<file path="config.mk">
export PLATFORM = sky130hd
export DESIGN_NAME = matrix_multiply_core
export DESIGN_NICKNAME = d
export VERILOG_FILES = /design/src/rtl/mm_pkg.sv /design/src/rtl/matrix_multiply_core.sv /design/src/rtl/mm_regs.sv /design/src/rtl/mm_ctrl.sv /design/src/rtl/mm_datapath.sv
export SDC_FILE = /design/constraint.sdc
export NUM_CORES = 2
export LEC_CHECK = 0
export BUFFER_PORTS_ARGS = -buffer_cell sky130_fd_sc_hd__buf_2
export CAP_MARGIN = 20
export CORE_MARGIN = 2
export CORE_UTILIZATION = 30
export CTS_CLUSTER_DIAMETER = 60
export CTS_CLUSTER_SIZE = 25
export DETAILED_ROUTE_END_ITERATION = 6
export PLACE_DENSITY_LB_ADDON = 0.15
export SLEW_MARGIN = 20
export SYNTH_ARGS = -nofsm -noshare
export SYNTH_HDL_FRONTEND = slang
export SYNTH_SLANG_ARGS = --single-unit
</file>
<file path="constraint.sdc">
create_clock -name clk_i -period 6.9 [get_ports clk_i]
set_input_delay 0.345 -clock clk_i [delete_from_list [all_inputs] [get_ports clk_i]]
set_output_delay 0.345 -clock clk_i [all_outputs]
set_load 0.1 [all_outputs]
</file>
<file path="src/rtl/mm_pkg.sv">
// mm_pkg: shared constants, types and helper functions of the matrix multiply core.
// No dependencies; all rtl/ modules reference it by scoped names.
`default_nettype none

package mm_pkg;

  // Sizing
  localparam int MAX_DIM    = 8;
  localparam int ELEM_WIDTH = 16;
  localparam int DIM_W      = (MAX_DIM > 1) ? $clog2(MAX_DIM) : 1;
  localparam int CNT_W      = $clog2(MAX_DIM + 1);
  localparam int ADDR_W     = 2 * DIM_W;
  localparam int DEPTH      = 1 << ADDR_W;
  localparam int PROD_W     = 34;
  localparam int MUL_W      = 2 * ELEM_WIDTH;
  localparam int ACC_W      = (MUL_W + 4 > PROD_W + 1) ? (MUL_W + 4) : (PROD_W + 1);

  // Field widths fixed by the interface
  localparam int REQ_W   = 2;
  localparam int IDX_W   = 3;
  localparam int VAL_W   = 16;
  localparam int REG_W   = 4;
  localparam int PDATA_W = 32;
  localparam int PADDR_W = 4;

  // Saturation bounds of the product value
  localparam logic signed [ACC_W-1:0] SAT_HI = (ACC_W'(1) <<< (PROD_W - 1)) - ACC_W'(1);
  localparam logic signed [ACC_W-1:0] SAT_LO = -SAT_HI - ACC_W'(1);

  // Register indexes
  localparam logic [1:0] REG_ROWS  = 2'd0;
  localparam logic [1:0] REG_INNER = 2'd1;
  localparam logic [1:0] REG_COLS  = 2'd2;

  typedef enum logic [REQ_W-1:0] {
    REQ_LOAD_A  = 2'd0,
    REQ_LOAD_B  = 2'd1,
    REQ_COMPUTE = 2'd2
  } mm_req_e;

  // Effective sizes used by the controller
  typedef struct packed {
    logic [CNT_W-1:0] nr;
    logic [CNT_W-1:0] nk;
    logic [CNT_W-1:0] nc;
  } mm_dims_t;

  // Tag that travels with one operand pair through the datapath
  typedef struct packed {
    logic             first;
    logic             lastk;
    logic             last_elem;
    logic [IDX_W-1:0] row;
    logic [IDX_W-1:0] col;
  } mm_tag_t;

  // Controller to datapath
  typedef struct packed {
    logic              wr_a;
    logic              wr_b;
    logic              rd_en;
    logic [ADDR_W-1:0] rd_addr_a;
    logic [ADDR_W-1:0] rd_addr_b;
    mm_tag_t           tag;
  } mm_cmd_t;

  // Datapath to controller
  typedef struct packed {
    logic pipe_busy;
  } mm_status_t;

  // Zero acts as one, oversize acts as MAX_DIM
  function automatic logic [CNT_W-1:0] eff_dim(input logic [REG_W-1:0] r);
    logic [CNT_W-1:0] res;
    if (r == '0) begin
      res = CNT_W'(1);
    end else if (32'(r) > MAX_DIM) begin
      res = CNT_W'(MAX_DIM);
    end else begin
      res = CNT_W'(r);
    end
    return res;
  endfunction

endpackage

`default_nettype wire

</file>
<file path="src/rtl/matrix_multiply_core.sv">
// matrix_multiply_core: top level of the fixed-point matrix multiply core.
// Depends on mm_pkg, mm_regs, mm_ctrl and mm_datapath.
//
//   channel   | handshake                          | payload
//   ----------+------------------------------------+-------------------------------------
//   request   | start / busy                       | req_type_i, row_index_i, col_index_i,
//             |                                    | element_value_i
//   result    | out_valid_o (one-cycle strobe)     | out_row_o, out_col_o, product_value_o,
//             |                                    | last_element_o
//   config    | psel, penable, pwrite, pready      | paddr, pwdata, prdata
//
// A load leaves busy low, so the next request transfers in the next cycle.
// A compute runs one multiply-accumulate per cycle through the single multiplier; results
// stream out row-major, one after each full pass over the inner index.
// Reset is asynchronous and active low; the operand stores hold no reset value.
// The receiver cannot stall: each result is shown for exactly one cycle.
`default_nettype none

module matrix_multiply_core (
  input  wire logic                                clk_i,
  input  wire logic                                rst_ni,
  input  wire logic                                start,
  output logic                                     busy,
  input  wire logic [mm_pkg::REQ_W-1:0]            req_type_i,
  input  wire logic [mm_pkg::IDX_W-1:0]            row_index_i,
  input  wire logic [mm_pkg::IDX_W-1:0]            col_index_i,
  input  wire logic signed [mm_pkg::VAL_W-1:0]     element_value_i,
  output logic                                     out_valid_o,
  output logic [mm_pkg::IDX_W-1:0]                 out_row_o,
  output logic [mm_pkg::IDX_W-1:0]                 out_col_o,
  output logic signed [mm_pkg::PROD_W-1:0]         product_value_o,
  output logic                                     last_element_o,
  input  wire logic                                psel,
  input  wire logic                                penable,
  input  wire logic                                pwrite,
  input  wire logic [mm_pkg::PADDR_W-1:0]          paddr,
  input  wire logic [mm_pkg::PDATA_W-1:0]          pwdata,
  output logic      [mm_pkg::PDATA_W-1:0]          prdata,
  output logic                                     pready
);

  mm_pkg::mm_dims_t   dims;
  mm_pkg::mm_cmd_t    cmd;
  mm_pkg::mm_status_t status;

  mm_regs u_regs (
    .clk_i   (clk_i),
    .rst_ni  (rst_ni),
    .psel    (psel),
    .penable (penable),
    .pwrite  (pwrite),
    .paddr   (paddr),
    .pwdata  (pwdata),
    .prdata  (prdata),
    .pready  (pready),
    .dims_o  (dims)
  );

  mm_ctrl u_ctrl (
    .clk_i       (clk_i),
    .rst_ni      (rst_ni),
    .start_i     (start),
    .busy_o      (busy),
    .req_type_i  (req_type_i),
    .row_index_i (row_index_i),
    .col_index_i (col_index_i),
    .dims_i      (dims),
    .status_i    (status),
    .cmd_o       (cmd)
  );

  mm_datapath u_datapath (
    .clk_i           (clk_i),
    .rst_ni          (rst_ni),
    .cmd_i           (cmd),
    .row_index_i     (row_index_i),
    .col_index_i     (col_index_i),
    .element_value_i (element_value_i),
    .status_o        (status),
    .out_valid_o     (out_valid_o),
    .out_row_o       (out_row_o),
    .out_col_o       (out_col_o),
    .product_value_o (product_value_o),
    .last_element_o  (last_element_o)
  );

  // Results only come out of a running compute
  a_result_while_busy: assert property (@(posedge clk_i) disable iff (!rst_ni)
    out_valid_o |-> busy)
    else $error("result strobe outside a compute");

  // A compute request holds off further requests
  a_compute_goes_busy: assert property (@(posedge clk_i) disable iff (!rst_ni)
    (start && !busy && (req_type_i == mm_pkg::REQ_COMPUTE)) |=> busy)
    else $error("compute transfer did not start the sequencer");

  // Loads and unused codes leave busy low and produce no result
  a_load_single_cycle: assert property (@(posedge clk_i) disable iff (!rst_ni)
    (start && !busy && (req_type_i != mm_pkg::REQ_COMPUTE)) |=> (!busy && !out_valid_o))
    else $error("load transfer left the core busy or produced a result");

  // The final result ends the run on the next cycle
  a_last_ends_run: assert property (@(posedge clk_i) disable iff (!rst_ni)
    last_element_o |=> (!busy && !out_valid_o))
    else $error("activity after the final result");

endmodule

`default_nettype wire

</file>
<file path="src/rtl/mm_regs.sv">
// mm_regs: APB-style configuration registers for the matrix sizes.
// Depends on mm_pkg.
`default_nettype none

module mm_regs (
  input  wire logic                        clk_i,
  input  wire logic                        rst_ni,
  input  wire logic                        psel,
  input  wire logic                        penable,
  input  wire logic                        pwrite,
  input  wire logic [mm_pkg::PADDR_W-1:0]  paddr,
  input  wire logic [mm_pkg::PDATA_W-1:0]  pwdata,
  output logic      [mm_pkg::PDATA_W-1:0]  prdata,
  output logic                             pready,
  output mm_pkg::mm_dims_t                 dims_o
);

  logic [mm_pkg::REG_W-1:0] rows_q, inner_q, cols_q;
  logic [1:0]               idx;
  logic                     wr_en;
  logic [mm_pkg::REG_W-1:0] rd_val;

  assign idx    = paddr[3:2];
  assign wr_en  = psel && penable && pwrite && pready;
  assign pready = 1'b1;

  always_ff @(posedge clk_i or negedge rst_ni) begin
    if (!rst_ni) begin
      rows_q  <= mm_pkg::REG_W'(mm_pkg::MAX_DIM);
      inner_q <= mm_pkg::REG_W'(mm_pkg::MAX_DIM);
      cols_q  <= mm_pkg::REG_W'(mm_pkg::MAX_DIM);
    end else if (wr_en) begin
      case (idx)
        mm_pkg::REG_ROWS:  rows_q  <= pwdata[mm_pkg::REG_W-1:0];
        mm_pkg::REG_INNER: inner_q <= pwdata[mm_pkg::REG_W-1:0];
        mm_pkg::REG_COLS:  cols_q  <= pwdata[mm_pkg::REG_W-1:0];
        default: ;
      endcase
    end
  end

  always_comb begin
    case (idx)
      mm_pkg::REG_ROWS:  rd_val = rows_q;
      mm_pkg::REG_INNER: rd_val = inner_q;
      mm_pkg::REG_COLS:  rd_val = cols_q;
      default:           rd_val = '0;
    endcase
  end

  assign prdata    = mm_pkg::PDATA_W'(rd_val);
  assign dims_o.nr = mm_pkg::eff_dim(rows_q);
  assign dims_o.nk = mm_pkg::eff_dim(inner_q);
  assign dims_o.nc = mm_pkg::eff_dim(cols_q);

endmodule

`default_nettype wire

</file>
<file path="src/rtl/mm_ctrl.sv">
// mm_ctrl: request decode and row/column/inner loop sequencer.
// Depends on mm_pkg; drives mm_datapath through mm_cmd_t.
`default_nettype none

module mm_ctrl (
  input  wire logic                           clk_i,
  input  wire logic                           rst_ni,
  input  wire logic                           start_i,
  output logic                                busy_o,
  input  wire logic [mm_pkg::REQ_W-1:0]       req_type_i,
  input  wire logic [mm_pkg::IDX_W-1:0]       row_index_i,
  input  wire logic [mm_pkg::IDX_W-1:0]       col_index_i,
  input  wire mm_pkg::mm_dims_t               dims_i,
  input  wire mm_pkg::mm_status_t             status_i,
  output mm_pkg::mm_cmd_t                     cmd_o
);

  typedef enum logic [2:0] {
    ST_IDLE  = 3'b001,
    ST_RUN   = 3'b010,
    ST_DRAIN = 3'b100
  } mm_state_e;

  mm_state_e                state_q, state_d;
  logic [mm_pkg::DIM_W-1:0] i_q, i_d, j_q, j_d, z_q, z_d;
  logic                     accept;
  logic                     last_i, last_j, last_z;
  logic                     row_in_a, col_in_a, row_in_b, col_in_b;

  assign busy_o = (state_q != ST_IDLE);
  assign accept = start_i && (state_q == ST_IDLE);

  assign last_i = (mm_pkg::CNT_W'(i_q) + mm_pkg::CNT_W'(1)) == dims_i.nr;
  assign last_j = (mm_pkg::CNT_W'(j_q) + mm_pkg::CNT_W'(1)) == dims_i.nc;
  assign last_z = (mm_pkg::CNT_W'(z_q) + mm_pkg::CNT_W'(1)) == dims_i.nk;

  assign row_in_a = mm_pkg::CNT_W'(row_index_i) < dims_i.nr;
  assign col_in_a = mm_pkg::CNT_W'(col_index_i) < dims_i.nk;
  assign row_in_b = mm_pkg::CNT_W'(row_index_i) < dims_i.nk;
  assign col_in_b = mm_pkg::CNT_W'(col_index_i) < dims_i.nc;

  always_comb begin
    state_d = state_q;
    i_d     = i_q;
    j_d     = j_q;
    z_d     = z_q;
    case (state_q)
      ST_IDLE: begin
        if (accept && (req_type_i == mm_pkg::REQ_COMPUTE)) begin
          state_d = ST_RUN;
          i_d     = '0;
          j_d     = '0;
          z_d     = '0;
        end
      end
      ST_RUN: begin
        // advance inner index, then column, then row
        if (!last_z) begin
          z_d = z_q + mm_pkg::DIM_W'(1);
        end else begin
          z_d = '0;
          if (!last_j) begin
            j_d = j_q + mm_pkg::DIM_W'(1);
          end else begin
            j_d = '0;
            if (!last_i) begin
              i_d = i_q + mm_pkg::DIM_W'(1);
            end else begin
              state_d = ST_DRAIN;
            end
          end
        end
      end
      ST_DRAIN: begin
        if (!status_i.pipe_busy) begin
          state_d = ST_IDLE;
        end
      end
      default: state_d = ST_IDLE;
    endcase
  end

  always_ff @(posedge clk_i or negedge rst_ni) begin
    if (!rst_ni) begin
      state_q <= ST_IDLE;
      i_q     <= '0;
      j_q     <= '0;
      z_q     <= '0;
    end else begin
      state_q <= state_d;
      i_q     <= i_d;
      j_q     <= j_d;
      z_q     <= z_d;
    end
  end

  always_comb begin
    cmd_o.wr_a = accept && (req_type_i == mm_pkg::REQ_LOAD_A) && row_in_a && col_in_a;
    cmd_o.wr_b = accept && (req_type_i == mm_pkg::REQ_LOAD_B) && row_in_b && col_in_b;
    cmd_o.rd_en          = (state_q == ST_RUN);
    cmd_o.rd_addr_a      = {i_q, z_q};
    cmd_o.rd_addr_b      = {z_q, j_q};
    cmd_o.tag.first      = (z_q == '0);
    cmd_o.tag.lastk      = last_z;
    cmd_o.tag.last_elem  = last_i && last_j;
    cmd_o.tag.row        = mm_pkg::IDX_W'(i_q);
    cmd_o.tag.col        = mm_pkg::IDX_W'(j_q);
  end

endmodule

`default_nettype wire

</file>
<file path="src/rtl/mm_datapath.sv">
// mm_datapath: operand stores, multiplier and accumulator with saturation.
// Depends on mm_pkg; commanded by mm_ctrl.
`default_nettype none

module mm_datapath (
  input  wire logic                                clk_i,
  input  wire logic                                rst_ni,
  input  wire mm_pkg::mm_cmd_t                     cmd_i,
  input  wire logic [mm_pkg::IDX_W-1:0]            row_index_i,
  input  wire logic [mm_pkg::IDX_W-1:0]            col_index_i,
  input  wire logic signed [mm_pkg::VAL_W-1:0]     element_value_i,
  output mm_pkg::mm_status_t                       status_o,
  output logic                                     out_valid_o,
  output logic [mm_pkg::IDX_W-1:0]                 out_row_o,
  output logic [mm_pkg::IDX_W-1:0]                 out_col_o,
  output logic signed [mm_pkg::PROD_W-1:0]         product_value_o,
  output logic                                     last_element_o
);

  logic [mm_pkg::ELEM_WIDTH-1:0] store_a [mm_pkg::DEPTH];
  logic [mm_pkg::ELEM_WIDTH-1:0] store_b [mm_pkg::DEPTH];

  logic [mm_pkg::ADDR_W-1:0]            wr_addr;
  logic signed [mm_pkg::ELEM_WIDTH-1:0] rd_a_q, rd_b_q;
  logic                                 s1_valid_q, s2_valid_q;
  mm_pkg::mm_tag_t                      s1_tag_q, s2_tag_q;
  logic signed [mm_pkg::MUL_W-1:0]      prod_q;
  logic signed [mm_pkg::ACC_W-1:0]      acc_q, acc_base, sum_d, sat_d;
  logic                                 out_valid_q;
  logic [mm_pkg::IDX_W-1:0]             out_row_q, out_col_q;
  logic signed [mm_pkg::PROD_W-1:0]     out_val_q;
  logic                                 out_last_q;

  assign wr_addr = {row_index_i[mm_pkg::DIM_W-1:0], col_index_i[mm_pkg::DIM_W-1:0]};

  // Stores: one write port, one registered read port each
  always_ff @(posedge clk_i) begin
    if (cmd_i.wr_a) begin
      store_a[wr_addr] <= element_value_i[mm_pkg::ELEM_WIDTH-1:0];
    end
    if (cmd_i.wr_b) begin
      store_b[wr_addr] <= element_value_i[mm_pkg::ELEM_WIDTH-1:0];
    end
  end

  always_ff @(posedge clk_i) begin
    rd_a_q   <= store_a[cmd_i.rd_addr_a];
    rd_b_q   <= store_b[cmd_i.rd_addr_b];
    s1_tag_q <= cmd_i.tag;
    prod_q   <= rd_a_q * rd_b_q;
    s2_tag_q <= s1_tag_q;
  end

  always_ff @(posedge clk_i or negedge rst_ni) begin
    if (!rst_ni) begin
      s1_valid_q <= 1'b0;
      s2_valid_q <= 1'b0;
    end else begin
      s1_valid_q <= cmd_i.rd_en;
      s2_valid_q <= s1_valid_q;
    end
  end

  always_comb begin
    acc_base = s2_tag_q.first ? '0 : acc_q;
    sum_d    = acc_base + mm_pkg::ACC_W'(prod_q);
    if (sum_d > mm_pkg::SAT_HI) begin
      sat_d = mm_pkg::SAT_HI;
    end else if (sum_d < mm_pkg::SAT_LO) begin
      sat_d = mm_pkg::SAT_LO;
    end else begin
      sat_d = sum_d;
    end
  end

  always_ff @(posedge clk_i) begin
    if (s2_valid_q) begin
      acc_q <= sum_d;
    end
    if (s2_valid_q && s2_tag_q.lastk) begin
      out_row_q  <= s2_tag_q.row;
      out_col_q  <= s2_tag_q.col;
      out_val_q  <= sat_d[mm_pkg::PROD_W-1:0];
      out_last_q <= s2_tag_q.last_elem;
    end
  end

  always_ff @(posedge clk_i or negedge rst_ni) begin
    if (!rst_ni) begin
      out_valid_q <= 1'b0;
    end else begin
      out_valid_q <= s2_valid_q && s2_tag_q.lastk;
    end
  end

  assign status_o.pipe_busy = s1_valid_q || s2_valid_q;
  assign out_valid_o        = out_valid_q;
  assign out_row_o          = out_row_q;
  assign out_col_o          = out_col_q;
  assign product_value_o    = out_val_q;
  assign last_element_o     = out_valid_q && out_last_q;

endmodule

`default_nettype wire

</file>
# Word level (Yosys, flattened, before mapping)

Memory sizes are Yosys's and may differ from the RTL's. A register that Yosys moved wholly into a read port is not among the register bits.
Index checks and enable logic that the tools add are counted.

$add $sub $neg: 7
Multipliers: 1
Divide/modulo/power cells: 0
$lt $le $gt $ge: 9
Eq/ne operators: 17
Shifts and indexed selects: 0
Multiplexer cells: 29
Bitwise logic cells: 0
Reduce and logical (&&, ||, !) cells: 28

Operators by type and width:

| kind                                                                               | number |
|---|---|
| 36-bit by 32-bit adder with 36-bit output                                          | 1 |
| 36-bit by 34-bit greater-than comparator with 1-bit output (second input constant) | 1 |
| 36-bit by 34-bit less-than comparator with 1-bit output (second input constant)    | 1 |
| 3-bit 2-to-1 mux                                                                   | 12 |
| 36-bit 2-to-1 mux                                                                  | 1 |
| 34-bit 2-to-1 mux                                                                  | 1 |
| 16-bit by 16-bit multiplier with 32-bit output                                     | 1 |
| 4-bit 2-to-1 mux                                                                   | 6 |
| 3-bit one-hot mux with 2 select lines                                              | 3 |
| 3-bit by 4-bit less-than comparator with 1-bit output                              | 4 |
| 1-bit logical AND                                                                  | 13 |
| 3-bit by 1-bit adder with 4-bit output (second input constant)                     | 3 |
| 4-bit equality test                                                                | 3 |
| 4-bit greater-than comparator (second input constant)                              | 3 |
| 4-bit logical NOT                                                                  | 3 |
| 2-bit != test (second input constant)                                              | 6 |
| 4-bit one-hot mux with 3 select lines                                              | 1 |
| 5-bit AND reduction                                                                | 2 |
| 3-bit by 1-bit adder with 3-bit output (second input constant)                     | 3 |
| 3-bit one-hot mux with 3 select lines                                              | 1 |
| 2-bit AND reduction                                                                | 4 |
| 2-bit by 1-bit equality test with 1-bit output (second input constant)             | 2 |
| 2-bit equality test (second input constant)                                        | 2 |
| 2-bit logical NOT                                                                  | 2 |
| other kinds (9)                                                                    | 12 |

Bits in registers: 154
Bits in latches: 0
Memory bits (writable): 2,048
Bits in read-only memories: 0
Output and inout bits: 76
Logic and storage cells: 119
Memories kept: 2

Memories:

| name               | words | width | rd ports | clocked after Yosys merged registers in | write ports | line              | text |
|---|---|---|---|---|---|---|---|
| u_datapath.store_a | 64    | 16    | 1        | 1                                       | 1           | mm_datapath.sv:20 | `logic [mm_pkg::ELEM_WIDTH-1:0] store_a [mm_pkg::DEPTH];` |
| u_datapath.store_b | 64    | 16    | 1        | 1                                       | 1           | mm_datapath.sv:21 | `logic [mm_pkg::ELEM_WIDTH-1:0] store_b [mm_pkg::DEPTH];` |

# Logic depth before layout (Yosys ltp)

Depth in word-level cells: 8
Gate-level depth with buffers: 24
Gate-level depth less buffers: 23

# Cells and area by module

Synthesis repeated with hierarchy kept, for this count alone.

Cells, all modules: 4,913
Area, all modules: 96,436.2 µm²

By module, submodules not included:

| module      | instances | cells each | area each (µm²) | sequential area each (µm²) |
|---|---|---|---|---|
| mm_datapath | 1         | 4,694      | 94,405.5        | 65,527.8 |
| mm_ctrl     | 1         | 128        | 1,157.4         | 301.5 |
| mm_regs     | 1         | 91         | 873.3           | 304.0 |

# Least setup slack after synthesis

OpenSTA, ideal clock, no wires.

Path type: reg2reg
Start point: register u_datapath.rd_b_q[7] in the netlist's numbering, read port of u_datapath.store_b
End point: register u_datapath.prod_q[30] in the netlist's numbering
Setup time: 123 ps
Data arrival time: 6,029 ps
Path slack: 748 ps
Stages on the path, launching flop included: 24
Path buffers: 1
Period minus slack after synthesis: 6,152 ps
Cells stage by stage: dfxtp_1 -> clkbuf_1 -> nand2_1 -> fa_1 -> inv_1 -> fa_1 -> inv_1 -> fa_1 -> inv_1 -> fa_1 -> fa_1 -> inv_1 -> fa_1 -> inv_1 -> ha_1 -> a21o_1 -> a21o_1 -> a2111oi_1 -> o41ai_1 -> a311oi_2 -> o21ai_1 -> a311oi_1 -> o21bai_1 -> xor2_1

Longest elaborated chain between the ends: 1

RTL lines:

| what                                           | line              | text |
|---|---|---|
| start, declared                                | mm_datapath.sv:24 | `logic signed [mm_pkg::ELEM_WIDTH-1:0] rd_a_q, rd_b_q;` |
| 16-bit by 16-bit multiplier with 32-bit output | mm_datapath.sv:50 | `prod_q <= rd_a_q * rd_b_q;` |
| end signal, assigned                           | mm_datapath.sv:50 |  |
| end, declared                                  | mm_datapath.sv:27 | `logic signed [mm_pkg::MUL_W-1:0] prod_q;` |

No other way between the ends.
A chain may end at the register's enable or synchronous reset.

# Worst setup path in the final report

Start point: register u_datapath.rd_a_q[9] in the netlist's numbering, read port of u_datapath.store_a
End point: register u_datapath.prod_q[30] in the netlist's numbering

Longest elaborated chain between the ends: 1

RTL lines:

| what                                           | line |
|---|---|
| start, declared                                | mm_datapath.sv:24 |
| 16-bit by 16-bit multiplier with 32-bit output | mm_datapath.sv:50 |

No other way between the ends.

==> results.txt <==
The delay of the slowest critical-path stage is 0.61 ns. After legalization and detailed placement, the total HPWL measured 173,000 um. The pin count of the biggest net entering global routing is 92.

The count of pins over their slew limit is 0. The run finished with clean final reports. The worst path needs 6.63 ns of the cycle, external delays included. In this run the worst path has a maximum fanout of 9.

The worst slew margin relative to its limit came out at 20.5%. The number of buffer and inverter instances along the worst setup path came out at 4. The met3 demand-to-capacity share in global routing is 1.81%. Setup repair after global routing left no endpoint under its margin. Max-cap violations in this run came to 0. The data arrival time of the worst path came out at approximately 7.4 ns. The warning count from the yosys run is 0. Averaged over all synthesized cells, the footprint is 16.5 um2. The number of buffers inserted during clock tree synthesis came out at 168. The worst setup path is launched from a flip-flop. The register area share after synthesis came out at between 60% and 70%. Dividing the final minimum period by the clock period gives 96.1%. The horizontal die dimension is 574 um. The number of endpoints with negative hold slack in the final report came to 0. The unique cell type count in the Yosys netlist is 76. The mapped cell area is 97,500 um2. In the final layout, flip-flops and latches occupy 66,200 um2. The number of sinks handled by clock tree synthesis is 2,234. The min-delay analysis places its worst path in the category in2reg. The root buffer cell is sky130_fd_sc_hd__clkbuf_16. For this run, the total global-route usage over all layers was measured as 16.8%. The residual overflow from global routing came out at 0. The core region is 324,000 um2.

The die area came out at 330,000 um2. Sorting the synthesized cells by area gives the leading types as sky130_fd_sc_hd__edfxtp_1, sky130_fd_sc_hd__mux4_2, sky130_fd_sc_hd__fa_1, sky130_fd_sc_hd__mux2i_1, sky130_fd_sc_hd__dfxtp_1. After floorplanning, the core was divided into 209 placement rows. The most common cell in the synthesized netlist is sky130_fd_sc_hd__edfxtp_1. The CTS tree is built. The number of remaining DRC errors is 0. The number of DRC markers after the initial detailed-route iteration came out at 3,881. The flip-flop and latch count after synthesis is roughly 2,200. The wire length of the first global-routing pass came out at 403,000 um. The area share of the largest cell type after synthesis is 65.4%. The filler cell count in the final layout is 31,100. The first detailed-routing pass took 6 iterations. The met1 routing resource usage after global routing came out at ~23%. The later pin in the worst-skew pair is clocked with a latency of between 0.8 and 0.9 ns.

The worst clock skew on the final layout came out at 0.0603 ns. The kind of end point of the critical path is a flip-flop. The highest clock rate came out at 151 MHz. The most used cell along the critical path is sky130_fd_sc_hd__fa_1.

The wire length per cell after detailed routing is 26.5 um. The signal on the critical path passes through buf_4 > nand2_1 > fa_1 > inv_1 > fa_1 > fa_1 > fa_1 > fa_1 > inv_1 > fa_1 > inv_1 > ha_1 > a21o_1 > a2111oi_1 > o41ai_1 > a311oi_2 > o21ai_1 > a311oi_1 > o21bai_1 > xor2_1. Of all cell types, the one taking the most synthesized area is sky130_fd_sc_hd__edfxtp_1. The I/O pin count came out at 142. The final estimated routing congestion in global placement came out at between 0.7 and 0.8. At the worst endpoint, the required time is 7.64 ns. The number of global-route vias before repair is 54,300. The number of port buffers came out at 82.

The total negative slack came out at 0 ns. The aggregate routed wire length is around 280,000 um. Using the TritonRoute via totals, the vias-per-cell ratio works out to 4.91.

The number of antenna violations at the first check in global routing came out at 26. The transition time at the pin with the least slew margin came out at 1.19 ns. The met2 routing resource usage after global routing is between 20% and 30%. The fraction of final layout cells sized beyond drive strength 1 came out at around 17%. The cell count after synthesis came out at 5,911.

The final antenna-violating net count came out at 0. The critical path in this run is classified as reg2reg. The count of nets after finishing is 6,580.

The floorplan step set the die height to 574 um. The count of H-tree levels built during CTS came out at 4. Among all stages on the critical path, the largest delay is contributed by sky130_fd_sc_hd__fa_1.

The area added between synthesis and finish came out at 13.1%. The multi-input combinational cells in the finished layout cover a total of 29,000 um2. The fraction of registers with async set/reset came out at under 10%. Setup violations remaining at the end of the flow were counted as 0. No sink is reached through more buffers than the 4 on the longest clock path. The number of synthesized flops with an enable pin is approximately 2,100. The cell family contributing the most delay on the critical path is adder cells. The initial utilization of the core area, before any placement, comes to 30.1%. The commonest cells after synthesis are sky130_fd_sc_hd__edfxtp_1, sky130_fd_sc_hd__mux2i_1, sky130_fd_sc_hd__inv_1.

The post-CTS setup buffer count came out at 0. The most instantiated flip-flop cell in the synthesis netlist is sky130_fd_sc_hd__edfxtp_1. Summing over every cut layer, the via total after detailed routing is between 50,000 and 60,000. After global routing, the most crowded layer is met2. The CTS clock-pin slew for the worst setup and hold paths is approximately 0.080 ns.
-- state kept, by name (all words and copies together), names as in the netlist, 4 cells and up --
name / cells
u_datapath.prod_q: 32
u_datapath.s1_tag_q: 9
u_datapath.rd_a_q: 16
u_datapath.product_value_o: 34
u_datapath.s2_tag_q: 9
u_datapath.rd_b_q: 16
u_regs.rows_q: 4
u_datapath.acc_q: 36
u_regs.inner_q: 4
u_regs.cols_q: 4
u_datapath.store_a: 1024
u_datapath.store_b: 1024
-- cells in the final DEF (no fill, tap or decap), types with 11 or more instances in the layout --
master and count:
sky130_fd_sc_hd__a211oi_1 23, sky130_fd_sc_hd__a21o_1 29, sky130_fd_sc_hd__a21oi_1 219, sky130_fd_sc_hd__and2_1 130, sky130_fd_sc_hd__buf_12 16, sky130_fd_sc_hd__buf_2 66, sky130_fd_sc_hd__buf_4 239, sky130_fd_sc_hd__clkbuf_16 172
sky130_fd_sc_hd__clkinv_8 21, sky130_fd_sc_hd__conb_1 29, sky130_fd_sc_hd__dfrtp_1 14, sky130_fd_sc_hd__dfxtp_1 81, sky130_fd_sc_hd__dlygate4sd3_1 18, sky130_fd_sc_hd__edfxtp_1 2125, sky130_fd_sc_hd__fa_1 263, sky130_fd_sc_hd__ha_1 129
sky130_fd_sc_hd__inv_1 346, sky130_fd_sc_hd__inv_6 31, sky130_fd_sc_hd__inv_8 24, sky130_fd_sc_hd__mux2_2 61, sky130_fd_sc_hd__mux2i_1 471, sky130_fd_sc_hd__mux4_2 272, sky130_fd_sc_hd__nand2_1 294, sky130_fd_sc_hd__nand2b_1 21
sky130_fd_sc_hd__nand3_1 24, sky130_fd_sc_hd__nor2_1 221, sky130_fd_sc_hd__nor2_2 40, sky130_fd_sc_hd__nor2b_1 45, sky130_fd_sc_hd__nor3_1 48, sky130_fd_sc_hd__nor4_1 35, sky130_fd_sc_hd__o2111ai_1 15, sky130_fd_sc_hd__o21a_1 11
sky130_fd_sc_hd__o21ai_0 122, sky130_fd_sc_hd__o21ai_1 32, sky130_fd_sc_hd__o21bai_1 15, sky130_fd_sc_hd__o221ai_1 179, sky130_fd_sc_hd__o22ai_1 113, sky130_fd_sc_hd__xnor2_1 52, sky130_fd_sc_hd__xor2_1 21
-- logic make-up (layout without fill, tap and decap cells) --
family | count (synthesis) | after routing | synth area share, %
DFF | 2234 | 2234 | 67.8
and+or+nand+nor | 916 | 916 | 4.36
AOI/OAI and AO/OA | 809 | 809 | 5.44
muxes | 804 | 804 | 11.8
buffers and inverters | 679 | 995 | 2.81
adders and majority gates | 392 | 392 | 7.05
xor gates and xnor gates | 75 | 75 | 0.689
other | 2 | 36 | 0.00770
-- worst reg2reg max path: stages, from the launching register on --
cell	delay, ns
sky130_fd_sc_hd__dfxtp_1	0.56
sky130_fd_sc_hd__buf_4	0.25
sky130_fd_sc_hd__nand2_1	0.09
sky130_fd_sc_hd__fa_1	0.54
sky130_fd_sc_hd__inv_1	0.06
sky130_fd_sc_hd__fa_1	0.48
sky130_fd_sc_hd__fa_1	0.61
sky130_fd_sc_hd__fa_1	0.46
sky130_fd_sc_hd__fa_1	0.50
sky130_fd_sc_hd__inv_1	0.05
sky130_fd_sc_hd__fa_1	0.48
sky130_fd_sc_hd__inv_1	0.04
sky130_fd_sc_hd__ha_1	0.34
sky130_fd_sc_hd__a21o_1	0.20
sky130_fd_sc_hd__a2111oi_1	0.50
sky130_fd_sc_hd__o41ai_1	0.15
sky130_fd_sc_hd__a311oi_2	0.44
sky130_fd_sc_hd__o21ai_1	0.21
sky130_fd_sc_hd__a311oi_1	0.32
sky130_fd_sc_hd__o21bai_1	0.12
sky130_fd_sc_hd__xor2_1	0.15
-- final cells by class --
cell class                      count  area share, %
Antenna cell                        7         0.0159
Sequential cell                  2234           60.0
Timing Repair Buffer              344           2.43
Inverter                          349           1.19
Clock buffer                      180           3.94
Multi-Input combinational cell   3025           26.2
Tap cell                         4325           4.90
Clock inverter                    122           1.31
-- timing repair --
item                                   CTS  global route
endpoints found under the hold margin  388             0
gates resized for setup                  0             1
setup endpoints to repair                0             1
hold buffers                            18             0
-- path summary, 6_finish.rpt --
check | start | to | slack [ns] | cells after the start
worst min register to register | u_datapath.s1_tag_q[7] | u_datapath.s2_tag_q[7] | 0.32 | 0
max in group asynchronous | rst_ni | u_ctrl.j_q[1] | 6.09 | 2
min in group asynchronous | rst_ni | u_datapath.out_valid_o | 0.09 | 2
worst max register to register | u_datapath.rd_a_q[9] | u_datapath.prod_q[30] | 0.27 | 20
worst max-delay path | u_datapath.rd_a_q[9] | u_datapath.prod_q[30] | 0.27 | 20
worst min-delay path | element_value_i[12] | u_datapath.store_a[10][12] | 0.03 | 1
-- metal layers --
layer	vias to the layer above	share of wire, %
met5	-	0
met4	0	2.3
met3	338	3.7
met2	1044	50
met1	27500	44
li1	23000	-
-- stage by stage --
stage	setup WS (ns)	hold WS (ns)	util, %	instance area [um2]	std cells
after CTS	0.156	0.0140	34.1	110000	10600
after global placement	0.193	0.312	32.2	104000	10300
after detailed placement	0.181	0.312	32.2	104000	10300
after floorplan	0.748	0.0494	-	97600	5938
after global routing	0.00875	0.0534	34.1	110000	10600
final	0.268	0.0256	34.1	110000	10600
Power is left out: the tool's default activity adds up to more than one toggle a clock period on the data nets, which glitch-free logic cannot reach.
